[config.mk]
export PLATFORM = sky130hd
export DESIGN_NAME = playfair_digraph_cipher_top
export DESIGN_NICKNAME = d
export VERILOG_FILES = /design/src/rtl/core/pfc_pkg.sv /design/src/rtl/core/playfair_digraph_cipher_top.sv /design/src/rtl/core/pfc_front.sv /design/src/rtl/core/pfc_queue.sv /design/src/rtl/core/pfc_back.sv
export SDC_FILE = /design/constraint.sdc
export NUM_CORES = 1
export LEC_CHECK = 0
export BUFFER_PORTS_ARGS = -buffer_cell sky130_fd_sc_hd__buf_4
export CAP_MARGIN = 20
export CORE_UTILIZATION = 55
export CTS_BUF_LIST = sky130_fd_sc_hd__clkbuf_4
export DETAILED_ROUTE_END_ITERATION = 8
export PLACE_DENSITY = 0.72
export SYNTH_ARGS = -nofsm -noshare
export SYNTH_HDL_FRONTEND = slang
export SYNTH_SLANG_ARGS = --single-unit
[constraint.sdc]
create_clock -name clk_i -period 16.4 [get_ports clk_i]
set_input_delay 2.46 -clock clk_i [delete_from_list [all_inputs] [get_ports clk_i]]
set_output_delay 2.46 -clock clk_i [all_outputs]
set_load 0.01 [all_outputs]
[src/rtl/core/pfc_pkg.sv]
// pfc_pkg: shared types and constants of the playfair digraph cipher
// no dependencies; used by every module of the block
`timescale 1ns / 1ps

package pfc_pkg;

  localparam int unsigned GridN         = 5;
  localparam int unsigned LetterW       = 5;
  localparam int unsigned RowW          = GridN * LetterW;
  localparam int unsigned CfgIndexW     = 3;
  localparam int unsigned QueueDepthDef = 4;

  localparam logic [LetterW-1:0] LetterI = 5'd8;
  localparam logic [LetterW-1:0] LetterJ = 5'd9;
  localparam logic [LetterW-1:0] LetterQ = 5'd16;
  localparam logic [LetterW-1:0] LetterX = 5'd23;
  localparam logic [LetterW-1:0] LetterZ = 5'd25;

  // register indexes of the configuration port
  localparam logic [CfgIndexW-1:0] CfgGridRow0   = 3'd0;
  localparam logic [CfgIndexW-1:0] CfgGridRow1   = 3'd1;
  localparam logic [CfgIndexW-1:0] CfgGridRow2   = 3'd2;
  localparam logic [CfgIndexW-1:0] CfgGridRow3   = 3'd3;
  localparam logic [CfgIndexW-1:0] CfgGridRow4   = 3'd4;
  localparam logic [CfgIndexW-1:0] CfgDecryptMode = 3'd5;

  // reset grid: alphabet without J, row-major
  localparam logic [RowW-1:0] GridRow0Rst = 25'd4294688;
  localparam logic [RowW-1:0] GridRow1Rst = 25'd10755269;
  localparam logic [RowW-1:0] GridRow2Rst = 25'd16201099;
  localparam logic [RowW-1:0] GridRow3Rst = 25'd21613104;
  localparam logic [RowW-1:0] GridRow4Rst = 25'd27025109;

  typedef logic [GridN-1:0][RowW-1:0] grid_t;

  // one digraph waiting to be ciphered
  typedef struct packed {
    logic [LetterW-1:0] a;
    logic [LetterW-1:0] b;
    logic               last;
  } job_t;

  typedef struct packed {
    logic valid;
    job_t job;
  } push_t;

endpackage

[src/rtl/core/playfair_digraph_cipher_top.sv]
// playfair_digraph_cipher_top: grid registers and the front, queue and back
// depends on pfc_pkg, pfc_front, pfc_queue, pfc_back
`timescale 1ns / 1ps

// Streaming Playfair cipher. Letters enter one beat at a time; the front pairs
// them into digraphs (filler X, or Q after X, for a doubled letter, Z for a
// lone last letter) and pushes them into a QueueDepth-entry queue. The back
// pops one digraph, looks it up in the 5x5 grid combinationally and sends its
// two letters on two output beats. A letter is taken every cycle while the
// queue has room; a doubled letter with end_of_text stalls input until its
// second digraph is pushed. Sustained rate is set by the output port at one
// beat per cycle while out_stall_i is low: one input letter per cycle for
// ordinary text; each filler adds a beat. The user must write grid rows and
// decrypt_mode only while the block is idle; the block does not enforce it.
module playfair_digraph_cipher_top import pfc_pkg::*; #(
  parameter int unsigned QueueDepth = QueueDepthDef
) (
  input  logic                 clk_i,
  input  logic                 rst_ni,
  input  logic                 in_valid_i,
  output logic                 in_stall_o,
  input  logic [LetterW-1:0]   letter_code_i,
  input  logic                 end_of_text_i,
  output logic                 out_valid_o,
  input  logic                 out_stall_i,
  output logic [LetterW-1:0]   out_letter_o,
  output logic                 last_out_o,
  input  logic                 cfg_valid_i,
  output logic                 cfg_ready_o,
  input  logic [CfgIndexW-1:0] cfg_index_i,
  input  logic [RowW-1:0]      cfg_data_i
);

  grid_t grid_q;
  logic  decrypt_q;
  push_t push;
  logic  q_full, q_empty, q_pop;
  job_t  q_head;

  assign cfg_ready_o = 1'b1;

  always_ff @(posedge clk_i or negedge rst_ni) begin
    if (!rst_ni) begin
      grid_q[0] <= GridRow0Rst;
      grid_q[1] <= GridRow1Rst;
      grid_q[2] <= GridRow2Rst;
      grid_q[3] <= GridRow3Rst;
      grid_q[4] <= GridRow4Rst;
      decrypt_q <= 1'b0;
    end else if (cfg_valid_i && cfg_ready_o) begin
      unique case (cfg_index_i)
        CfgGridRow0:    grid_q[0] <= cfg_data_i;
        CfgGridRow1:    grid_q[1] <= cfg_data_i;
        CfgGridRow2:    grid_q[2] <= cfg_data_i;
        CfgGridRow3:    grid_q[3] <= cfg_data_i;
        CfgGridRow4:    grid_q[4] <= cfg_data_i;
        CfgDecryptMode: decrypt_q <= cfg_data_i[0];
        default: ;
      endcase
    end
  end

  pfc_front u_front (
    .clk_i         (clk_i),
    .rst_ni        (rst_ni),
    .in_valid_i    (in_valid_i),
    .letter_code_i (letter_code_i),
    .end_of_text_i (end_of_text_i),
    .in_stall_o    (in_stall_o),
    .q_full_i      (q_full),
    .push_o        (push)
  );

  pfc_queue #(
    .Depth (QueueDepth)
  ) u_queue (
    .clk_i   (clk_i),
    .rst_ni  (rst_ni),
    .push_i  (push),
    .full_o  (q_full),
    .pop_i   (q_pop),
    .empty_o (q_empty),
    .head_o  (q_head)
  );

  pfc_back u_back (
    .clk_i        (clk_i),
    .rst_ni       (rst_ni),
    .grid_i       (grid_q),
    .decrypt_i    (decrypt_q),
    .q_empty_i    (q_empty),
    .q_head_i     (q_head),
    .q_pop_o      (q_pop),
    .out_valid_o  (out_valid_o),
    .out_stall_i  (out_stall_i),
    .out_letter_o (out_letter_o),
    .last_out_o   (last_out_o)
  );

endmodule

[src/rtl/core/pfc_front.sv]
// pfc_front: pairs incoming letters into digraphs and pushes them to the queue
// depends on pfc_pkg
`timescale 1ns / 1ps

module pfc_front import pfc_pkg::*; (
  input  logic               clk_i,
  input  logic               rst_ni,
  input  logic               in_valid_i,
  input  logic [LetterW-1:0] letter_code_i,
  input  logic               end_of_text_i,
  output logic               in_stall_o,
  input  logic               q_full_i,
  output push_t              push_o
);

  logic [LetterW-1:0] held_q, held_d;
  logic               held_valid_q, held_valid_d;
  logic               pend_q, pend_d;
  job_t               pend_job_q, pend_job_d;

  logic               accept;
  logic [LetterW-1:0] letter;
  logic [LetterW-1:0] filler;
  logic               first_valid;
  job_t               first_job;

  assign in_stall_o = pend_q | q_full_i;
  assign accept     = in_valid_i & ~in_stall_o;
  assign letter     = (letter_code_i == LetterJ) ? LetterI : letter_code_i;
  assign filler     = (held_q == LetterX) ? LetterQ : LetterX;

  always_comb begin
    held_d       = held_q;
    held_valid_d = held_valid_q;
    pend_d       = pend_q;
    pend_job_d   = pend_job_q;
    first_valid  = 1'b0;
    first_job    = '{a: held_q, b: letter, last: end_of_text_i};
    if (pend_q && !q_full_i) begin
      pend_d = 1'b0;
    end
    if (accept) begin
      if (held_valid_q) begin
        first_valid = 1'b1;
        if (letter == held_q) begin
          first_job = '{a: held_q, b: filler, last: 1'b0};
          if (end_of_text_i) begin
            // doubled letter at end of text gives a second digraph
            pend_d       = 1'b1;
            pend_job_d   = '{a: letter, b: LetterZ, last: 1'b1};
            held_valid_d = 1'b0;
          end else begin
            held_d = letter;
          end
        end else begin
          held_valid_d = 1'b0;
        end
      end else if (end_of_text_i) begin
        first_valid = 1'b1;
        first_job   = '{a: letter, b: LetterZ, last: 1'b1};
      end else begin
        held_d       = letter;
        held_valid_d = 1'b1;
      end
    end
  end

  always_comb begin
    if (pend_q) begin
      push_o = '{valid: ~q_full_i, job: pend_job_q};
    end else begin
      push_o = '{valid: first_valid, job: first_job};
    end
  end

  always_ff @(posedge clk_i or negedge rst_ni) begin
    if (!rst_ni) begin
      held_q       <= '0;
      held_valid_q <= 1'b0;
      pend_q       <= 1'b0;
    end else begin
      held_q       <= held_d;
      held_valid_q <= held_valid_d;
      pend_q       <= pend_d;
    end
  end

  always_ff @(posedge clk_i) begin
    pend_job_q <= pend_job_d;
  end

endmodule

[src/rtl/core/pfc_queue.sv]
// pfc_queue: small fifo of digraph jobs between front and back
// depends on pfc_pkg
`timescale 1ns / 1ps

module pfc_queue import pfc_pkg::*; #(
  parameter int unsigned Depth = QueueDepthDef
) (
  input  logic  clk_i,
  input  logic  rst_ni,
  input  push_t push_i,
  output logic  full_o,
  input  logic  pop_i,
  output logic  empty_o,
  output job_t  head_o
);

  localparam int unsigned PtrW = (Depth > 1) ? $clog2(Depth) : 1;
  localparam int unsigned CntW = $clog2(Depth + 1);

  job_t            mem_q [Depth];
  logic [PtrW-1:0] wr_ptr_q, wr_ptr_d;
  logic [PtrW-1:0] rd_ptr_q, rd_ptr_d;
  logic [CntW-1:0] count_q, count_d;
  logic            do_push, do_pop;

  assign full_o  = (count_q == CntW'(Depth));
  assign empty_o = (count_q == '0);
  assign head_o  = mem_q[rd_ptr_q];
  assign do_push = push_i.valid & ~full_o;
  assign do_pop  = pop_i & ~empty_o;

  always_comb begin
    wr_ptr_d = wr_ptr_q;
    rd_ptr_d = rd_ptr_q;
    count_d  = count_q;
    if (do_push) begin
      wr_ptr_d = (wr_ptr_q == PtrW'(Depth - 1)) ? '0 : wr_ptr_q + 1'b1;
    end
    if (do_pop) begin
      rd_ptr_d = (rd_ptr_q == PtrW'(Depth - 1)) ? '0 : rd_ptr_q + 1'b1;
    end
    if (do_push && !do_pop) begin
      count_d = count_q + 1'b1;
    end else if (do_pop && !do_push) begin
      count_d = count_q - 1'b1;
    end
  end

  always_ff @(posedge clk_i or negedge rst_ni) begin
    if (!rst_ni) begin
      wr_ptr_q <= '0;
      rd_ptr_q <= '0;
      count_q  <= '0;
    end else begin
      wr_ptr_q <= wr_ptr_d;
      rd_ptr_q <= rd_ptr_d;
      count_q  <= count_d;
    end
  end

  always_ff @(posedge clk_i) begin
    if (do_push) begin
      mem_q[wr_ptr_q] <= push_i.job;
    end
  end

endmodule

[src/rtl/core/pfc_back.sv]
// pfc_back: locates a digraph in the grid, applies the playfair rule and
// sends the two result letters one beat at a time; depends on pfc_pkg
`timescale 1ns / 1ps

module pfc_back import pfc_pkg::*; (
  input  logic               clk_i,
  input  logic               rst_ni,
  input  grid_t              grid_i,
  input  logic               decrypt_i,
  input  logic               q_empty_i,
  input  job_t               q_head_i,
  output logic               q_pop_o,
  output logic               out_valid_o,
  input  logic               out_stall_i,
  output logic [LetterW-1:0] out_letter_o,
  output logic               last_out_o
);

  // {row, col} of the first match in row-major order, origin when absent
  function automatic logic [5:0] locate(grid_t g, logic [LetterW-1:0] l);
    logic [5:0] pos;
    pos = '0;
    for (int r = GridN - 1; r >= 0; r--) begin
      for (int c = GridN - 1; c >= 0; c--) begin
        if (g[r][c*LetterW +: LetterW] == l) begin
          pos = {3'(r), 3'(c)};
        end
      end
    end
    return pos;
  endfunction

  function automatic logic [2:0] shift5(logic [2:0] v, logic dec);
    logic [2:0] res;
    if (dec) begin
      res = (v == 3'd0) ? 3'(GridN - 1) : v - 3'd1;
    end else begin
      res = (v == 3'(GridN - 1)) ? 3'd0 : v + 3'd1;
    end
    return res;
  endfunction

  logic [2:0]         ra, ca, rb, cb;
  logic [2:0]         ra_n, ca_n, rb_n, cb_n;
  logic [LetterW-1:0] l0, l1;
  logic               slot_free;

  logic               slot_valid_q, slot_valid_d;
  logic               slot_second_q, slot_second_d;
  logic [LetterW-1:0] l0_q, l1_q;
  logic               last_q;

  assign {ra, ca} = locate(grid_i, q_head_i.a);
  assign {rb, cb} = locate(grid_i, q_head_i.b);

  always_comb begin
    ra_n = ra;
    ca_n = ca;
    rb_n = rb;
    cb_n = cb;
    if (ca == cb) begin
      ra_n = shift5(ra, decrypt_i);
      rb_n = shift5(rb, decrypt_i);
    end else if (ra == rb) begin
      ca_n = shift5(ca, decrypt_i);
      cb_n = shift5(cb, decrypt_i);
    end else begin
      ca_n = cb;
      cb_n = ca;
    end
  end

  assign l0 = grid_i[ra_n][ca_n*LetterW +: LetterW];
  assign l1 = grid_i[rb_n][cb_n*LetterW +: LetterW];

  // slot frees once its second beat is taken
  assign slot_free = ~slot_valid_q | (slot_second_q & ~out_stall_i);
  assign q_pop_o   = slot_free & ~q_empty_i;

  always_comb begin
    slot_valid_d  = slot_valid_q;
    slot_second_d = slot_second_q;
    if (slot_valid_q && !out_stall_i) begin
      if (slot_second_q) begin
        slot_valid_d  = 1'b0;
        slot_second_d = 1'b0;
      end else begin
        slot_second_d = 1'b1;
      end
    end
    if (q_pop_o) begin
      slot_valid_d  = 1'b1;
      slot_second_d = 1'b0;
    end
  end

  always_ff @(posedge clk_i or negedge rst_ni) begin
    if (!rst_ni) begin
      slot_valid_q  <= 1'b0;
      slot_second_q <= 1'b0;
    end else begin
      slot_valid_q  <= slot_valid_d;
      slot_second_q <= slot_second_d;
    end
  end

  always_ff @(posedge clk_i) begin
    if (q_pop_o) begin
      l0_q   <= l0;
      l1_q   <= l1;
      last_q <= q_head_i.last;
    end
  end

  assign out_valid_o  = slot_valid_q;
  assign out_letter_o = slot_second_q ? l1_q : l0_q;
  assign last_out_o   = slot_valid_q & slot_second_q & last_q;

endmodule

=== Word level (Yosys, flattened, before mapping) ===
Memories as Yosys holds them, arrays and structs flattened.
Index checks and enable logic that the tools add are counted.

* Add/subtract/negate cells: 12
* Multipliers: 2
* Div/mod/pow operators: 0
* $lt $le $gt $ge: 2
* Equality and inequality tests: 68
* Shifts and indexed selects: 2
* Multiplexer cells: 106
* Bitwise gates (word level): 14
* Reduce and logical (&&, ||, !) cells: 26

{| class="wikitable"
|+ Operators by type and width
! cell !! number
|-
| 6-bit 2-to-1 mux || 51
|-
| 5-bit == test || 51
|-
| 25-bit binary-select mux with 3-bit select || 2
|-
| 3-bit 2-to-1 mux || 21
|-
| 25-bit 2-to-1 mux || 2
|-
| 25-bit by 7-bit variable part select with 5-bit output || 2
|-
| 11-bit 2-to-1 mux || 3
|-
| 5-bit 2-to-1 mux || 5
|-
| 3-bit == test (second input constant) || 7
|-
| 1-bit 2-to-1 mux || 19
|-
| 3-bit zero test || 6
|-
| 2-bit AND reduction || 8
|-
| 3-bit by 1-bit adder with 3-bit output (second input constant) || 5
|-
| 3-bit by 1-bit subtractor with 3-bit output (second input constant) || 5
|-
| 3-bit by 3-bit multiplier with 6-bit output (second input constant) || 2
|-
| 12-bit 2-to-1 mux || 1
|-
| 3-bit by 4-bit less-than comparator with 1-bit output (second input constant) || 2
|-
| 1-bit bitwise AND || 7
|-
| 3-bit by 2-bit == test with 1-bit output (second input constant) || 2
|-
| 3-bit == test || 2
|-
| 2-bit nonzero test || 3
|-
| 5-bit by 4-bit == test with 1-bit output (second input constant) || 1
|-
| 5-bit == test (second input constant) || 1
|-
| 1-bit inverter || 5
|-
| other kinds (9) || 19
|}

* Register bits: 158
* Bits in latches: 0
* Bits in writable memories: 44
* ROM bits: 0
* Bits of input ports: 39
* Word-level logic and storage cells: 251
* Memories: 1

{| class="wikitable"
|+ Memory list
! name !! words !! bits a word !! rd ports !! clocked after memory_dff !! write ports !! line !! RTL
|-
| u_queue.mem_q || 4 || 11 || 1 || 0 || 1 || pfc_queue.sv:20 || <nowiki>job_t mem_q [Depth];</nowiki>
|}

=== Longest topological paths before layout ===
An unclocked memory read counts as a cell.

* Depth in word-level cells: 34
* Depth in mapped cells: 25

=== Modules after synthesis ===
A second synthesis with hierarchy kept.

* Cells, all modules: 1371
* Area total of the unflattened synthesis: 15075.7 um^2

{| class="wikitable"
|+ By module, submodules not included
! module !! instances !! cells each !! area an instance (um^2) !! sequential area each (um^2)
|-
| pfc_back || 1 || 877 || 7163.1 || 380.4
|-
| playfair_digraph_cipher_top || 1 || 273 || 4858.4 || 3221.8
|-
| pfc_queue || 1 || 94 || 2028.2 || 1496.4
|-
| pfc_front || 1 || 127 || 1026.0 || 325.3
|}

=== Worst setup path after synthesis ===
Ideal clock, no wire load.

* Path kind: register to register
* Start: register u_queue.rd_ptr_q[0]
* End: register u_back.l1_q[3] (data pin)
* Data arrival time: 5.179 ns
* Slack: 11.090 ns
* Cell stages (with the launch flop): 25
* Path buffers: 5
* Cell sequence: dfrtp_1 -> buf_6 -> mux4_2 -> buf_6 -> buf_12 -> buf_12 -> xnor2_1 -> nand3_1 -> nor3_2 -> nor4_2 -> nand2b_1 -> a21oi_2 -> inv_1 -> ha_1 -> ha_1 -> nor2b_1 -> a211oi_1 -> o21ai_0 -> nor2_1 -> nor2_1 -> buf_2 -> mux2i_1 -> o221a_2 -> a2111oi_0 -> a211o_1

* Longest elaborated chain between the ends: 34
* Elaborated cells between the ends (all ways): 124
* Those cells by class: 4 x add/sub; 1 x mul; 54 x eq/ne; 1 x shift; 61 x mux; 2 x reduce/logical; 1 x memory

{| class="wikitable"
|+ Ends and longest elaborated chain
! item !! line !! RTL
|-
| from (decl) || pfc_queue.sv:22 || <nowiki>logic [PtrW-1:0] rd_ptr_q, rd_ptr_d;</nowiki>
|-
| from (signal assigned) || pfc_queue.sv:56 || <nowiki>rd_ptr_q <= rd_ptr_d;</nowiki>
|-
| memory read 4 x 11 bit (*) || -- ||
|-
| 5-bit == test || pfc_back.sv:25 || <nowiki>if (g[r][c*LetterW +: LetterW] == l) begin</nowiki>
|-
| 6-bit 2-to-1 mux (25 in series) || pfc_back.sv:25 ||
|-
| 3-bit by 1-bit adder with 3-bit output, or another cell as far along || pfc_back.sv:38 || <nowiki>res = (v == 3'(GridN - 1)) ? 3'd0 : v + 3'd1;</nowiki>
|-
| 3-bit 2-to-1 mux, on equally long branches || pfc_back.sv:38, pfc_back.sv:36 ||
|-
| 3-bit 2-to-1 mux || pfc_back.sv:35 || <nowiki>if (dec) begin</nowiki>
|-
| 3-bit 2-to-1 mux, on equally long branches || pfc_back.sv:64, pfc_back.sv:61 ||
|-
| 3-bit 2-to-1 mux / 25-bit binary-select mux with 3-bit select (equally long branches) || pfc_back.sv:61, pfc_back.sv:74 ||
|-
| 3-bit by 3-bit multiplier with 6-bit output / 25-bit 2-to-1 mux (equally long branches) || pfc_back.sv:74 || <nowiki>assign l1 = grid_i[rb_n][cb_n*LetterW +: LetterW];</nowiki>
|-
| 25-bit by 7-bit variable part select with 5-bit output (*) || pfc_back.sv:74 ||
|-
| via u_back.l1[3] || pfc_back.sv:45 || <nowiki>logic [LetterW-1:0] l0, l1;</nowiki>
|-
| to (signal assigned) || pfc_back.sv:110 || <nowiki>l1_q <= l1;</nowiki>
|-
| to (decl) || pfc_back.sv:50 || <nowiki>logic [LetterW-1:0] l0_q, l1_q;</nowiki>
|}

Mark *: on every way through the listed nets, which the timed path passes. The rest lies on a longest branch. The select of a mux whose other input is x is not followed.
A chain may end at the register's enable or synchronous reset.

=== Final worst setup path ===
Ends and elaborated chain as after synthesis.

==> results.tsv <==
metric	value	unit
critical path launch point	u_queue.rd_ptr_q[0]$_DFFE_PN0P_	
initial antenna violation count	5	
data arrival time at the worst-slack endpoint	8.78	ns
post-synthesis mux area share	18.2	%
cell types occupying the most area after synthesis	dfrtp_1 (14%), edfxtp_1 (12%), mux2_2 (11%)	
residual DRC count	0	
number of max-capacitance violations reported	0	
number of nets produced by synthesis	1507	
synthesized-area fraction occupied by ao, oa, aoi and oai cells	11.0	%
port bufs	46	
cell with the most instances after synthesis	xnor2_1	
post-synthesis cell type with the largest combined area	dfrtp_1	
total setup buffers inserted after CTS	0	
fraction of synthesized cell area in xor and xnor cells	15.3	%
CP Launch Type	flop	
depth of the most critical reg-to-reg path	15	
DP HPWL	37600	µm
Synth Register Bits	202	
dominant combinational cell family by area after synthesis	multiplexers	
post-CTS clock slew at the launch and capture registers of the worst setup and hold paths	0.06	ns
worst hold path endpoint	u_queue.count_q[2]$_DFFE_PN0P_	
worst hold path depth	1	
post-cts hold buffer count	0	
via count of the first global-routing pass	12200	
fill cell count	2280	
wire length per cell after detailed routing	27.5	µm
area growth from synthesis to final layout	7.40	%
total gr overflow	0	
headroom to the max-slew limit	16.4	%
commonest register cell after synthesis	dfrtp_1	
TritonCTS clock tree	built	
detailed router's first-iteration violation count	1670	
sequential cell area fraction in the yosys report	35.6	%
I/O pin count	48	
Bufs on Longest Clock Path	3	
Tightest Hold Check Type	reg -> reg	
share of synthesized cell area in full adder, half adder and majority cells	1.53	%
time the worst path needs with I/O delays and setup	8.21	ns
wirelength, routed	52600	µm
source of the worst register-to-register timing path	u_queue.rd_ptr_q[0]$_DFFE_PN0P_	
total via count in the routed design	12500	
Req. time, crit path	16.97	ns
endpoint of the lowest-slack register-to-register path	u_back.l1_q[3]$_DFFE_PP_	
Die Span X	168	µm
status	finished, final reports clean	
standard cell core area	27100	µm²
Post-Syn Area	15200	µm²
maximum achievable frequency	122	MHz
drt via density	6.54	
number of cells upsized or downsized after cts	0	
global-route wire length before repair	79500	µm
Post-synth EDFFs	60	
sink count of the clock tree	202	
GRT Resource Usage Total	38.1	%
number of nets in the finished design	1547	
total number of placement rows	60	
Worst-Skew Late Latency	0.75	ns
number of different library cells in the post-synthesis netlist	99	
final hold violation count	0	
kind of end point of the critical path	flop	
setup-violating endpoint count in the final report	0	
setup repair after global routing missed its margin	no	
effective utilization at floorplan	56.3	%
Synth top cells by count	xnor2_1 (170), mux2_2 (155), nand3_1 (114)	
antenna violation net count after detailed routing	0	
final critical-path share of the clock period	50.0	%
number of warning messages in the yosys log	0	
total clock buffers created by CTS	54	
length of the first detailed-routing pass in iterations	7	
share of the synthesized area in the top cell type	14.3	%
Register-to-Register Setup Slack	8.19	ns
aggregate negative setup slack	0	ns
CTS H-tree lvls	2	
Final Wtd Congestion	1.04	
fraction of the mapped netlist area in simple logic gates	13.2	%
layout cells sized above 1	29.2	%
worst-path maximum fanout	25	
maximum number of pins on one net before global-route repair	84	
number of max-slew violations in the final report	0	
worst hold path startpoint	u_queue.count_q[2]$_DFFE_PN0P_	
vertical die dimension	168	µm
fraction of synthesis flops using an asynchronous set or reset pin	70.3	%
worst clock skew	0.0628	ns
cells after synthesis	1450	
measured slew at the worst slew-check pin	1.24	ns
Root Buffer	clkbuf_4	
total die area	28400	µm²
mean area per synthesized cell	10.5	µm²
start-to-end type of the worst setup path	reg -> reg	
## flip-flops by register name, indices dropped and copies added (netlist names)
signal	count
u_front.held_valid_q	1
u_front.pend_q	1
u_back.l1_q	5
u_back.out_valid_o	1
u_queue.wr_ptr_q	2
u_back.l0_q	5
u_queue.count_q	3
u_back.slot_second_q	1
u_front.pend_job_q	5
u_front.held_q	5
u_back.last_q	1
u_queue.rd_ptr_q	2
grid_q	125
u_queue.mem_q	44
decrypt_q	1
## critical path: stages (launching register included)
cell       delay, ns
dfrtp_1         0.81
mux4_2          1.00
xnor2_1         0.29
nand3_1         0.10
nor3_1          1.00
nand2b_1        0.13
o211a_1         0.19
o311ai_1        0.25
o211a_1         0.32
or2_1           0.51
nand3_1         1.01
nand2_1         1.11
nand2_1         0.24
o221a_2         0.39
a2111oi_0       0.50
a211o_1         0.17
## worst max-delay path by stage
| stage | end | slack, ns | depth (start not counted) |
|---|---|---|---|
| 2_1_floorplan | u_back.l1_q[3]$_DFFE_PP_ | 11.09 | 24 |
| 3_3_place_gp | u_back.l1_q[3]$_DFFE_PP_ | 8.85 | 14 |
| 3_5_place_dp | u_back.l1_q[3]$_DFFE_PP_ | 8.71 | 15 |
| 4_1_cts | u_back.l1_q[3]$_DFFE_PP_ | 8.68 | 15 |
| 5_1_grt | u_back.l1_q[3]$_DFFE_PP_ | 8.00 | 15 |
| 6_report | u_back.l1_q[3]$_DFFE_PP_ | 8.19 | 15 |
## layer usage
metal | GRT usage, % | wire length [µm] | up-vias
met4 | 18.5 | 2490 | 0
met3 | 9.35 | 5900 | 155
met2 | 54.3 | 22000 | 787
met1 | 54.1 | 22200 | 6161
li1 | - | - | 5405
met5 | 0 | 0 | -
## cell families (layout without fill, tap and decap cells)
family	count (synthesis)	after routing
AOI/OAI and AO/OA	235	235
xor gates and xnor gates	264	264
adders and majority gates	18	18
buffers and inverters	130	216
DFF	202	202
muxes	218	218
other	1	5
and+or+nand+nor	382	382
## per-stage QoR
stage	instances	cell area, µm²	worst slack (ns)	utilization, %	hold WS (ns)
final	1912	16400	8.19	60.4	0.511
after global routing	1909	16400	8.00	60.4	0.527
after CTS	1908	16400	8.68	60.4	0.513
after detailed placement	1806	15600	8.71	57.7	0.505
after global placement	1806	15600	8.85	57.7	0.503
after floorplan	1450	15200	11.09	-	0.477
## layout by cell type (no fill, tap or decap), drive strengths merged, types with 10 or more instances in the layout
cell type  count
a21o          11
a21oi         37
a31oi         10
buf           73
clkbuf        82
clkinv        19
dfrtp         87
dfstp         55
edfxtp        60
ha            17
inv           42
mux2         157
mux2i         32
mux4          29
nand2         69
nand3        114
nor2          52
nor3          64
nor4          15
o211ai        20
o21ai         66
or2           13
xnor2        170
xor2          94
## cell type report
| type | instances | area, µm² | share of cell area, % |
|---|---|---|---|
| Clock buffer | 82 | 616 | 3.76 |
| Antenna cell | 4 | 10.0 | 0.0611 |
| Sequential cell | 202 | 5420 | 33.1 |
| Tap cell | 372 | 465 | 2.84 |
| Multi-Input combinational cell | 1118 | 9050 | 55.3 |
| Inverter | 41 | 154 | 0.940 |
| Clock inverter | 20 | 103 | 0.627 |
| Timing Repair Buffer | 73 | 552 | 3.37 |
Power is left out: the tool's default activity adds up to more than one toggle a clock period on the data nets, which glitch-free logic cannot reach.
